**src/sv/idcs_pkg.sv**
```systemverilog
package idcs_pkg;

  typedef enum logic [1:0] {
    ST_OFF     = 2'd0,
    ST_PENDING = 2'd1,
    ST_RUNNING = 2'd2
  } status_t;

  typedef enum logic [1:0] {
    CMD_TICK     = 2'd0,
    CMD_SCHEDULE = 2'd1,
    CMD_CLEAR    = 2'd2,
    CMD_NOP      = 2'd3
  } cmd_t;

  localparam logic REG_CHANNEL_LIMIT = 1'b0;
  localparam logic REG_MIN_DELAY     = 1'b1;

  localparam logic [1:0]  CHANNEL_LIMIT_RESET = 2'd2;
  localparam logic [9:0]  MIN_DELAY_RESET     = 10'd25;
  localparam logic [15:0] COMPARE_RESET       = 16'hFFFF;

  localparam logic [1:0] CHANNEL_COIL_ONE = 2'd1;
  localparam logic [1:0] CHANNEL_COIL_TWO = 2'd2;

  // Slot state after a compare match.
  typedef struct packed {
    status_t     status;
    logic        coil;
    logic [15:0] compare;
  } slot_upd_t;

  // True when (a - b) taken as a signed 16-bit value is not negative.
  function automatic logic reached(logic [15:0] a, logic [15:0] b);
    logic [15:0] d;
    d = a - b;
    return ~d[15];
  endfunction

endpackage

```
**src/sv/ignition_dwell_compare_scheduler.sv**
```systemverilog
// Channel   Handshake             Payload
// --------  --------------------  ---------------------------------------------------
// input     in_valid / in_ready   command, channel, start_us, duration_us
// result    out_valid / out_ready coil_one, coil_two, status_one, status_two, timer_count
// config    cfg_write             cfg_index, cfg_data
//
// One item per clock cycle while results are taken: an item is captured in the input
// register, processed there, and its result lands in the result register as it leaves.
// The slot state is updated in the cycle the item leaves the input register.
// A stalled result holds the result register; the input register keeps accepting until it
// too is full. Reset clears the timer, turns both slots off and both coils off.
module ignition_dwell_compare_scheduler #(
  parameter int TICK_SHIFT = 4
) (
  input  logic        clk,
  input  logic        rst,
  input  logic        in_valid,
  output logic        in_ready,
  input  logic [1:0]  command,
  input  logic [1:0]  channel,
  input  logic [23:0] start_us,
  input  logic [15:0] duration_us,
  output logic        out_valid,
  input  logic        out_ready,
  output logic        coil_one,
  output logic        coil_two,
  output logic [1:0]  status_one,
  output logic [1:0]  status_two,
  output logic [15:0] timer_count,
  input  logic        cfg_write,
  input  logic        cfg_index,
  input  logic [9:0]  cfg_data
);
  import idcs_pkg::*;

  // Configuration.
  logic [1:0] channel_limit;
  logic [9:0] min_delay_us;

  // Input register.
  logic        in_full;
  cmd_t        cmd_q;
  logic [1:0]  chan_q;
  logic [23:0] start_q;
  logic [15:0] dur_q;

  // Scheduler state.
  logic [15:0] cnt, cnt_next;
  status_t     status [2];
  status_t     status_next [2];
  logic        coil [2];
  logic        coil_next [2];
  logic [15:0] cmp [2];
  logic [15:0] cmp_next [2];
  logic [15:0] end_cmp [2];
  logic [15:0] end_cmp_next [2];
  logic [1:0]  slot_chan [2];
  logic [1:0]  slot_chan_next [2];

  logic advance;
  logic sel;

  // Schedule arithmetic.
  logic [23:0] st_ticks;
  logic [15:0] du_raw;
  logic [15:0] du_ticks;
  logic [24:0] total;
  logic [23:0] mn_ticks;
  logic        clamp;
  logic [24:0] rest;
  logic [15:0] st16;
  logic [15:0] du16;
  logic [15:0] start_new;
  logic [15:0] end_new;

  slot_upd_t tick_upd [2];
  slot_upd_t sched_upd;

  assign advance  = in_full && (!out_valid || out_ready);
  assign in_ready = !in_full || advance;
  assign sel      = (chan_q != CHANNEL_COIL_ONE);

  always_ff @(posedge clk) begin
    if (rst) begin
      channel_limit <= CHANNEL_LIMIT_RESET;
      min_delay_us  <= MIN_DELAY_RESET;
    end else if (cfg_write) begin
      case (cfg_index)
        REG_CHANNEL_LIMIT: channel_limit <= cfg_data[1:0];
        REG_MIN_DELAY:     min_delay_us  <= cfg_data;
        default:           ;
      endcase
    end
  end

  always_ff @(posedge clk) begin
    if (rst) begin
      in_full <= 1'b0;
    end else if (in_ready) begin
      in_full <= in_valid;
    end
  end

  always_ff @(posedge clk) begin
    if (in_ready && in_valid) begin
      cmd_q   <= cmd_t'(command);
      chan_q  <= channel;
      start_q <= start_us;
      dur_q   <= duration_us;
    end
  end

  // Microseconds to ticks, with the minimum-delay clamp.
  always_comb begin
    st_ticks = start_q >> TICK_SHIFT;
    du_raw   = dur_q >> TICK_SHIFT;
    du_ticks = (du_raw == 16'd0) ? 16'd1 : du_raw;
    total    = {1'b0, st_ticks} + {9'd0, du_ticks};
    mn_ticks = {14'd0, min_delay_us} >> TICK_SHIFT;
    clamp    = (st_ticks < mn_ticks);
    rest     = total - {1'b0, mn_ticks};
    if (clamp) begin
      st16 = mn_ticks[15:0];
      du16 = (total > {1'b0, mn_ticks}) ? rest[15:0] : 16'd1;
    end else begin
      st16 = st_ticks[15:0];
      du16 = du_ticks;
    end
    start_new = cnt + st16;
    end_new   = start_new + du16;
  end

  function automatic slot_upd_t on_match(status_t st, logic cl, logic [15:0] cv,
                                         logic [15:0] ec, logic [15:0] now);
    slot_upd_t u;
    u.status  = st;
    u.coil    = cl;
    u.compare = cv;
    case (st)
      ST_PENDING: begin
        u.status  = ST_RUNNING;
        u.coil    = 1'b1;
        u.compare = ec;
        if (reached(now, ec)) begin
          u.status = ST_OFF;
          u.coil   = 1'b0;
        end
      end
      ST_RUNNING: begin
        u.status = ST_OFF;
        u.coil   = 1'b0;
      end
      default: ;
    endcase
    return u;
  endfunction

  assign tick_upd[0] = on_match(status[0], coil[0], cmp[0], end_cmp[0], cnt + 16'd1);
  assign tick_upd[1] = on_match(status[1], coil[1], cmp[1], end_cmp[1], cnt + 16'd1);
  // A fresh schedule is always pending, so a late start runs the pending branch.
  assign sched_upd   = on_match(ST_PENDING, 1'b1, start_new, end_new, cnt);

  always_comb begin
    cnt_next       = cnt;
    status_next    = status;
    coil_next      = coil;
    cmp_next       = cmp;
    end_cmp_next   = end_cmp;
    slot_chan_next = slot_chan;
    case (cmd_q)
      CMD_TICK: begin
        cnt_next = cnt + 16'd1;
        if (cnt_next == cmp[0]) begin
          status_next[0] = tick_upd[0].status;
          coil_next[0]   = tick_upd[0].coil;
          cmp_next[0]    = tick_upd[0].compare;
        end
        if (cnt_next == cmp[1]) begin
          status_next[1] = tick_upd[1].status;
          coil_next[1]   = tick_upd[1].coil;
          cmp_next[1]    = tick_upd[1].compare;
        end
      end
      CMD_SCHEDULE: begin
        if (chan_q > channel_limit) begin
          status_next[sel] = ST_OFF;
        end else begin
          // Rescheduling a running slot first clears it.
          if (status[sel] == ST_RUNNING) begin
            if (slot_chan[sel] == CHANNEL_COIL_ONE) begin
              coil_next[0] = 1'b0;
            end else if (slot_chan[sel] == CHANNEL_COIL_TWO) begin
              coil_next[1] = 1'b0;
            end
          end
          end_cmp_next[sel]   = end_new;
          slot_chan_next[sel] = chan_q;
          if (reached(cnt, start_new)) begin
            status_next[sel] = sched_upd.status;
            coil_next[sel]   = sched_upd.coil;
            cmp_next[sel]    = sched_upd.compare;
          end else begin
            status_next[sel] = ST_PENDING;
            cmp_next[sel]    = start_new;
          end
        end
      end
      CMD_CLEAR: begin
        status_next[sel] = ST_OFF;
        if (slot_chan[sel] == CHANNEL_COIL_ONE) begin
          coil_next[0] = 1'b0;
        end else if (slot_chan[sel] == CHANNEL_COIL_TWO) begin
          coil_next[1] = 1'b0;
        end
      end
      default: ;
    endcase
  end

  always_ff @(posedge clk) begin
    if (rst) begin
      cnt          <= 16'd0;
      status[0]    <= ST_OFF;
      status[1]    <= ST_OFF;
      coil[0]      <= 1'b0;
      coil[1]      <= 1'b0;
      cmp[0]       <= COMPARE_RESET;
      cmp[1]       <= COMPARE_RESET;
      end_cmp[0]   <= 16'd0;
      end_cmp[1]   <= 16'd0;
      slot_chan[0] <= CHANNEL_COIL_ONE;
      slot_chan[1] <= CHANNEL_COIL_TWO;
    end else if (advance) begin
      cnt       <= cnt_next;
      status    <= status_next;
      coil      <= coil_next;
      cmp       <= cmp_next;
      end_cmp   <= end_cmp_next;
      slot_chan <= slot_chan_next;
    end
  end

  // Result register.
  always_ff @(posedge clk) begin
    if (rst) begin
      out_valid <= 1'b0;
    end else if (advance) begin
      out_valid <= 1'b1;
    end else if (out_ready) begin
      out_valid <= 1'b0;
    end
  end

  always_ff @(posedge clk) begin
    if (advance) begin
      coil_one    <= coil_next[0];
      coil_two    <= coil_next[1];
      status_one  <= status_next[0];
      status_two  <= status_next[1];
      timer_count <= cnt_next;
    end
  end

endmodule

```
**config.mk**
```make
export PLATFORM = sky130hd
export DESIGN_NAME = ignition_dwell_compare_scheduler
export DESIGN_NICKNAME = d
export VERILOG_FILES = /design/src/sv/idcs_pkg.sv /design/src/sv/ignition_dwell_compare_scheduler.sv
export SDC_FILE = /design/constraint.sdc
export NUM_CORES = 1
export LEC_CHECK = 0
export BUFFER_PORTS_ARGS = -buffer_cell sky130_fd_sc_hd__buf_2
export CAP_MARGIN = 20
export CORE_MARGIN = 2
export CORE_UTILIZATION = 30
export CTS_CLUSTER_DIAMETER = 150
export DETAILED_ROUTE_END_ITERATION = 10
export PLACE_DENSITY = 0.52
export REMOVE_ABC_BUFFERS = 1
export SLEW_MARGIN = 20
export SYNTH_ARGS = -nofsm -noshare
export SYNTH_HDL_FRONTEND = slang
export SYNTH_SLANG_ARGS = --single-unit
export TNS_END_PERCENT = 1
```
**constraint.sdc**
```tcl
create_clock -name clk -period 16.85 [get_ports clk]
set_clock_uncertainty 0.2 [all_clocks]
set_input_delay 1.685 -clock clk [delete_from_list [all_inputs] [get_ports clk]]
set_output_delay 1.685 -clock clk [all_outputs]
set_load 0.01 [all_outputs]
```
## Word-level counts from Yosys, hierarchy flattened

Index checks and enable logic that the tools add are counted.

- Register bits: 170
- Bits in latches: 0
- Bits in writable memories: 0
- ROM bits: 0
- Output and inout bits: 24
- Word-level logic and storage cells: 132
- Memories kept: 0

- $add $sub $neg: 9
- Multipliers: 0
- Divide/modulo/power cells: 0
- Order comparisons: 5
- Eq/ne operators: 17
- Shifts and indexed selects: 0
- Multiplexer cells: 53
- Bitwise operators: 8
- Reductions and logical operators: 16

Operators by type and width:

| cell | number |
|---|---|
| 2-to-1 mux 16 bit | 9 |
| bitwise mux 32 bit | 3 |
| 2-to-1 mux 32 bit | 2 |
| one-hot mux 32 bit (2 select lines) | 1 |
| subtractor 16 bit | 4 |
| adder 16 bit | 2 |
| equality test 16 bit | 2 |
| 2-to-1 mux 2 bit | 14 |
| adder 20 x 12 -> 21 bit | 1 |
| greater-than comparator 21 x 6 -> 1 bit | 1 |
| < comparator 20 x 6 -> 1 bit | 1 |
| adder 16 x 1 -> 16 bit, second input constant | 1 |
| demux 16 bit (select 1 bit) | 1 |
| zero test 16 bit | 1 |
| subtractor 16 x 6 -> 16 bit | 1 |
| 2-to-1 mux 12 bit | 1 |
| one-hot mux 3 bit (2 select lines) | 2 |
| one-hot mux 4 bit (3 select lines) | 1 |
| equality test 2 bit, second input constant | 5 |
| AND reduction 5 bit | 2 |
| 2-to-1 mux 3 bit | 3 |
| bitwise mux 4 bit | 2 |
| equality test 2 x 1 -> 1 bit, second input constant | 4 |
| 2-to-1 mux 1 bit | 8 |
| 24 further kinds | 36 |

## Logic depth before layout (Yosys ltp)

- Word-level depth: 15
- Mapped depth: 35

## Worst setup path before layout

OpenSTA, ideal clock, no wires.

- Path type: reg-to-reg
- Start point: register dur_q[7]
- End point: register coil_one (data pin)
- Library setup time: 264 ps
- Arrival time: 6807 ps
- Setup slack: 9579 ps
- Cell stages (with the launch flop): 32
- Clock period less this slack: 7271 ps
- Cell sequence: edfxtp_1 buf_2 nor4_1 a31o_2 ha_1 fa_1 a221oi_1 o31ai_1 a211oi_1 o21ai_1 a21oi_1 nand3_1 a2111oi_2 nor2_1 nor4_4 buf_4 o31ai_1 fa_1 a211oi_2 nor4b_1 o21ai_0 a211oi_1 or2_2 o311ai_0 inv_1 ha_1 a2111oi_0 nand4b_1 o311ai_2 mux2_1 a211oi_1 a21oi_1

RTL lines:

| element | RTL line | RTL |
|---|---|---|
| from (decl) | ignition_dwell_compare_scheduler.sv:45 | `logic [15:0] dur_q;` |
| from (signal assigned) | ignition_dwell_compare_scheduler.sv:109 | `dur_q <= duration_us;` |
| to (signal assigned) | ignition_dwell_compare_scheduler.sv:256 | `coil_one <= coil_next[0];` |
| to (decl) | ignition_dwell_compare_scheduler.sv:25 | `output logic coil_one,` |

==> flow_summary.ini <==
[status]
status = complete, no violations

[synth]
synth.distinct_cells = 86
ys_ff_latch = 158
synth_top_area_share_pct = 16.6
synth_area_leaders = dfxtp_1 17%, edfxtp_1 14%, ha_1 12%
synthArstFlopShare_pct = 0
ys.flop_type = dfxtp_1
yosys_warnings = 0
synth_edf_count = 58
yosysSeqAreaShare_pct = 31.1
syn_inst = 1403
syn_avg_cell_area_sq_um = 8.58
synth_top_area_cell = dfxtp_1
syn-cell-area_sq_um = 12000

[sta]
rsz0062_at_grt = no
hold_slack_ns = 0.259
fin_setup_tns_ns = 0
final.min_clock_period_ns = 9.06
setup_viol = 0
finalCritPeriodShare_pct = 53.8
worst_pin_slew_ns = 0.896
hold_viol_final = 0
clock.fmax_mhz = 110
drv_slew = 0
slew_headroom_pct = 40.2

[worst_setup_path]
cp_slowest_cell = nor4_4
crit_fanout = 14
arrival_ns = 9.03
critPathMaxStageDelay_ns = 0.71
cpMostUsedCell = ha_1
timing.rr.end = status_one[1]
cp.required_ns = 16.82
r2r_cells = 30
start_kind = flip-flop
reg2reg_slack_ns = 7.79
rr_startpoint = dur_q[7]
end_kind = flip-flop
crit_type = flip-flop to flip-flop

[global_routing]
grt_pass1_wl_um = 52400
grt_overflow = 0
grt_max_degree = 68
antenna_found_initial = 0
grtUsageTotal_pct = 15.9
grt_pass1_vias = 9825

[power]
powerDensity_nw_per_um2 = 75.6
ir_drop_v = 0.0000699
p_leak_nw = 5.56

[clock_tree]
cts_tree = yes
clock_sinks = 158
htreeDepth = 4
cts_made_buffers = 17
clock_latency_ns = 0.45
postCtsSetupBuffers = 0
root_buffer = clkbuf_16
cts_max_path_buffers = 2
clk_pin_slew_ns = 0.07
cts_resized = 0
ctsHoldBuffers = 0

[route]
drtPass1Iterations = 5
drt_wl_total_um = 32300
drc_errors = 0
vias = 10000
via_per_inst = 5.09
drtAntennaViolNets = 0
drt_iter0_drc = 619
wl_per_cell_um = 16.4

[finish]
layout-drive-gt1-share_pct = 10.7
layout.nets = 1607
antennaDiodeCount = 0
syn2layout_area_growth_pct = 11.7

[floorplanning]
die_w_um = 204
core_sq_um = 39600
fp.dieArea_sq_um = 41700
die-height_um = 204
ios = 84
rows = 73
start_util_pct = 30.4

[worst_hold_path]
holdPathEnd = slot_chan[2]
hold_start = slot_chan[2]
hold_depth = 1
min_path_type = flip-flop to flip-flop

[placement]
dp_hpwl_um = 25200
io_buffers = 73
gp_congestion = 0.864

[run]
drv_cap = 0
-- per-layer routing --
metal,wire [um],vias to the layer above,track usage [%],share of wire (%)
li1,-,5094,-,-
met5,0,-,0,0
met2,15100,170,26.7,47
met4,571,0,4.89,1.8
met1,15600,4728,21.3,48
met3,1130,29,2.18,3.5
-- power by group --
part	switching, W	internal, W	total (W)
sequential	0.0000121	0.000409	0.000421
combinational	0.000123	0.0000804	0.000204
clock	0.000172	0.000219	0.000391
-- state kept, by name, summed over array words and instances (netlist names), 4 cells and up --
name	count
cmp	32
end_cmp	32
start_q	20
cnt	16
timer_count	16
dur_q	12
min_delay_us	6
slot_chan	4
status	4
-- worst max-delay path: cells and delay by family (launching register included) --
kind | cells | cell delay, ns
flip-flops | 1 | 0.48
adder cells (fa/ha/maj) | 5 | 1.37
multiplexers | 1 | 0.32
buffers and inverters | 1 | 0.16
AO/OA/AOI/OAI | 16 | 3.90
AND/OR/NAND/NOR | 7 | 2.32
-- kinds of logic (layout without fill, tap and decap cells) --
| family | count (synthesis) | count (layout) | synth area share (%) |
|---|---|---|---|
| AND/OR/NAND/NOR | 453 | 453 | 18.4 |
| adder cells (fa/ha/maj) | 116 | 116 | 12.3 |
| XOR/XNOR | 124 | 124 | 10.6 |
| AO/OA/AOI/OAI | 357 | 357 | 20.1 |
| multiplexers | 18 | 18 | 1.52 |
| other | 1 | 1 | 0.0312 |
| flip-flops | 158 | 158 | 31.1 |
| buffers and inverters | 176 | 218 | 5.93 |
-- final cells by class --
class                      instances  area (sq um)
tap                              525           657
timing repair buffer              92           508
fill                            4225         26200
multi-input combinational       1069          7590
sequential                       158          3740
clock buffer                      22           518
clock inverter                    10          70.1
inverter                          94           353
-- worst max-delay path by stage --
stage,startpoint,end,cells after the start
3_5_place_dp,dur_q[8],status_one[1],30
4_1_cts,dur_q[7],status_one[1],29
2_1_floorplan,start_q[5],coil_one,29
5_1_grt,dur_q[8],status_one[1],30
3_3_place_gp,dur_q[15],status_one[1],29
6_report,dur_q[7],status_one[1],30
-- synthesized netlist by cell type (6+ instances only) --
cell,count
a211o_1,16
a211oi_1,23
a21o_1,23
a21oi_1,105
a2bb2oi_1,9
a31oi_1,13
and2_1,7
and3_1,15
buf_2,15
buf_4,7
clkbuf_1,54
dfxtp_1,100
edfxtp_1,58
ha_1,111
inv_1,94
mux2i_1,16
nand2_1,139
nand2b_1,9
nand3_1,30
nand4_1,14
nor2_1,127
nor2b_1,19
nor3_1,27
nor4_1,14
o2111ai_1,6
o211ai_1,21
o21a_1,14
o21ai_0,42
o21ai_1,10
o21bai_1,6
o31ai_1,16
or3_1,11
or4_1,8
xnor2_1,64
xnor3_1,12
xor2_1,45
-- per-stage QoR --
| step | std cells | setup WS [ns] | instance area, sq um | utilization (%) | total power, W |
|---|---|---|---|---|---|
| after floorplan | 1321 | 9.09 | 11700 | - | 0.000574 |
| after global placement | 1938 | 7.91 | 12800 | 32.4 | 0.000630 |
| after detailed placement | 1938 | 7.83 | 12800 | 32.4 | 0.000633 |
| after CTS | 1970 | 7.77 | 13400 | 33.9 | 0.00103 |
| after global routing | 1970 | 7.02 | 13400 | 33.9 | 0.00107 |
| final | 1970 | 7.79 | 13400 | 33.9 | 0.00102 |
-- placed cells by master (no fill, tap or decap), drive strengths merged, types with 5 or more instances in the layout --
master,netlist,final
a2111oi,7,7
a211o,16,16
a211oi,25,25
a21o,23,23
a21oi,105,105
a2bb2oi,9,9
a31oi,13,13
and2,7,7
and3,15,15
buf,28,92
clkbuf,54,22
dfxtp,100,100
edfxtp,58,58
ha,111,111
inv,94,97
mux2i,16,16
nand2,139,139
nand2b,9,9
nand3,30,30
nand4,15,15
nor2,127,127
nor2b,19,19
nor3,29,29
nor4,17,17
o2111ai,6,6
o211ai,21,21
o21a,14,14
o21ai,53,53
o21bai,6,6
o311ai,7,7
o31a,5,5
o31ai,16,16
or2,6,6
or3,11,11
or4,8,8
xnor2,66,66
xnor3,12,12
xor2,45,45
Power figures use the tool's default switching activity.
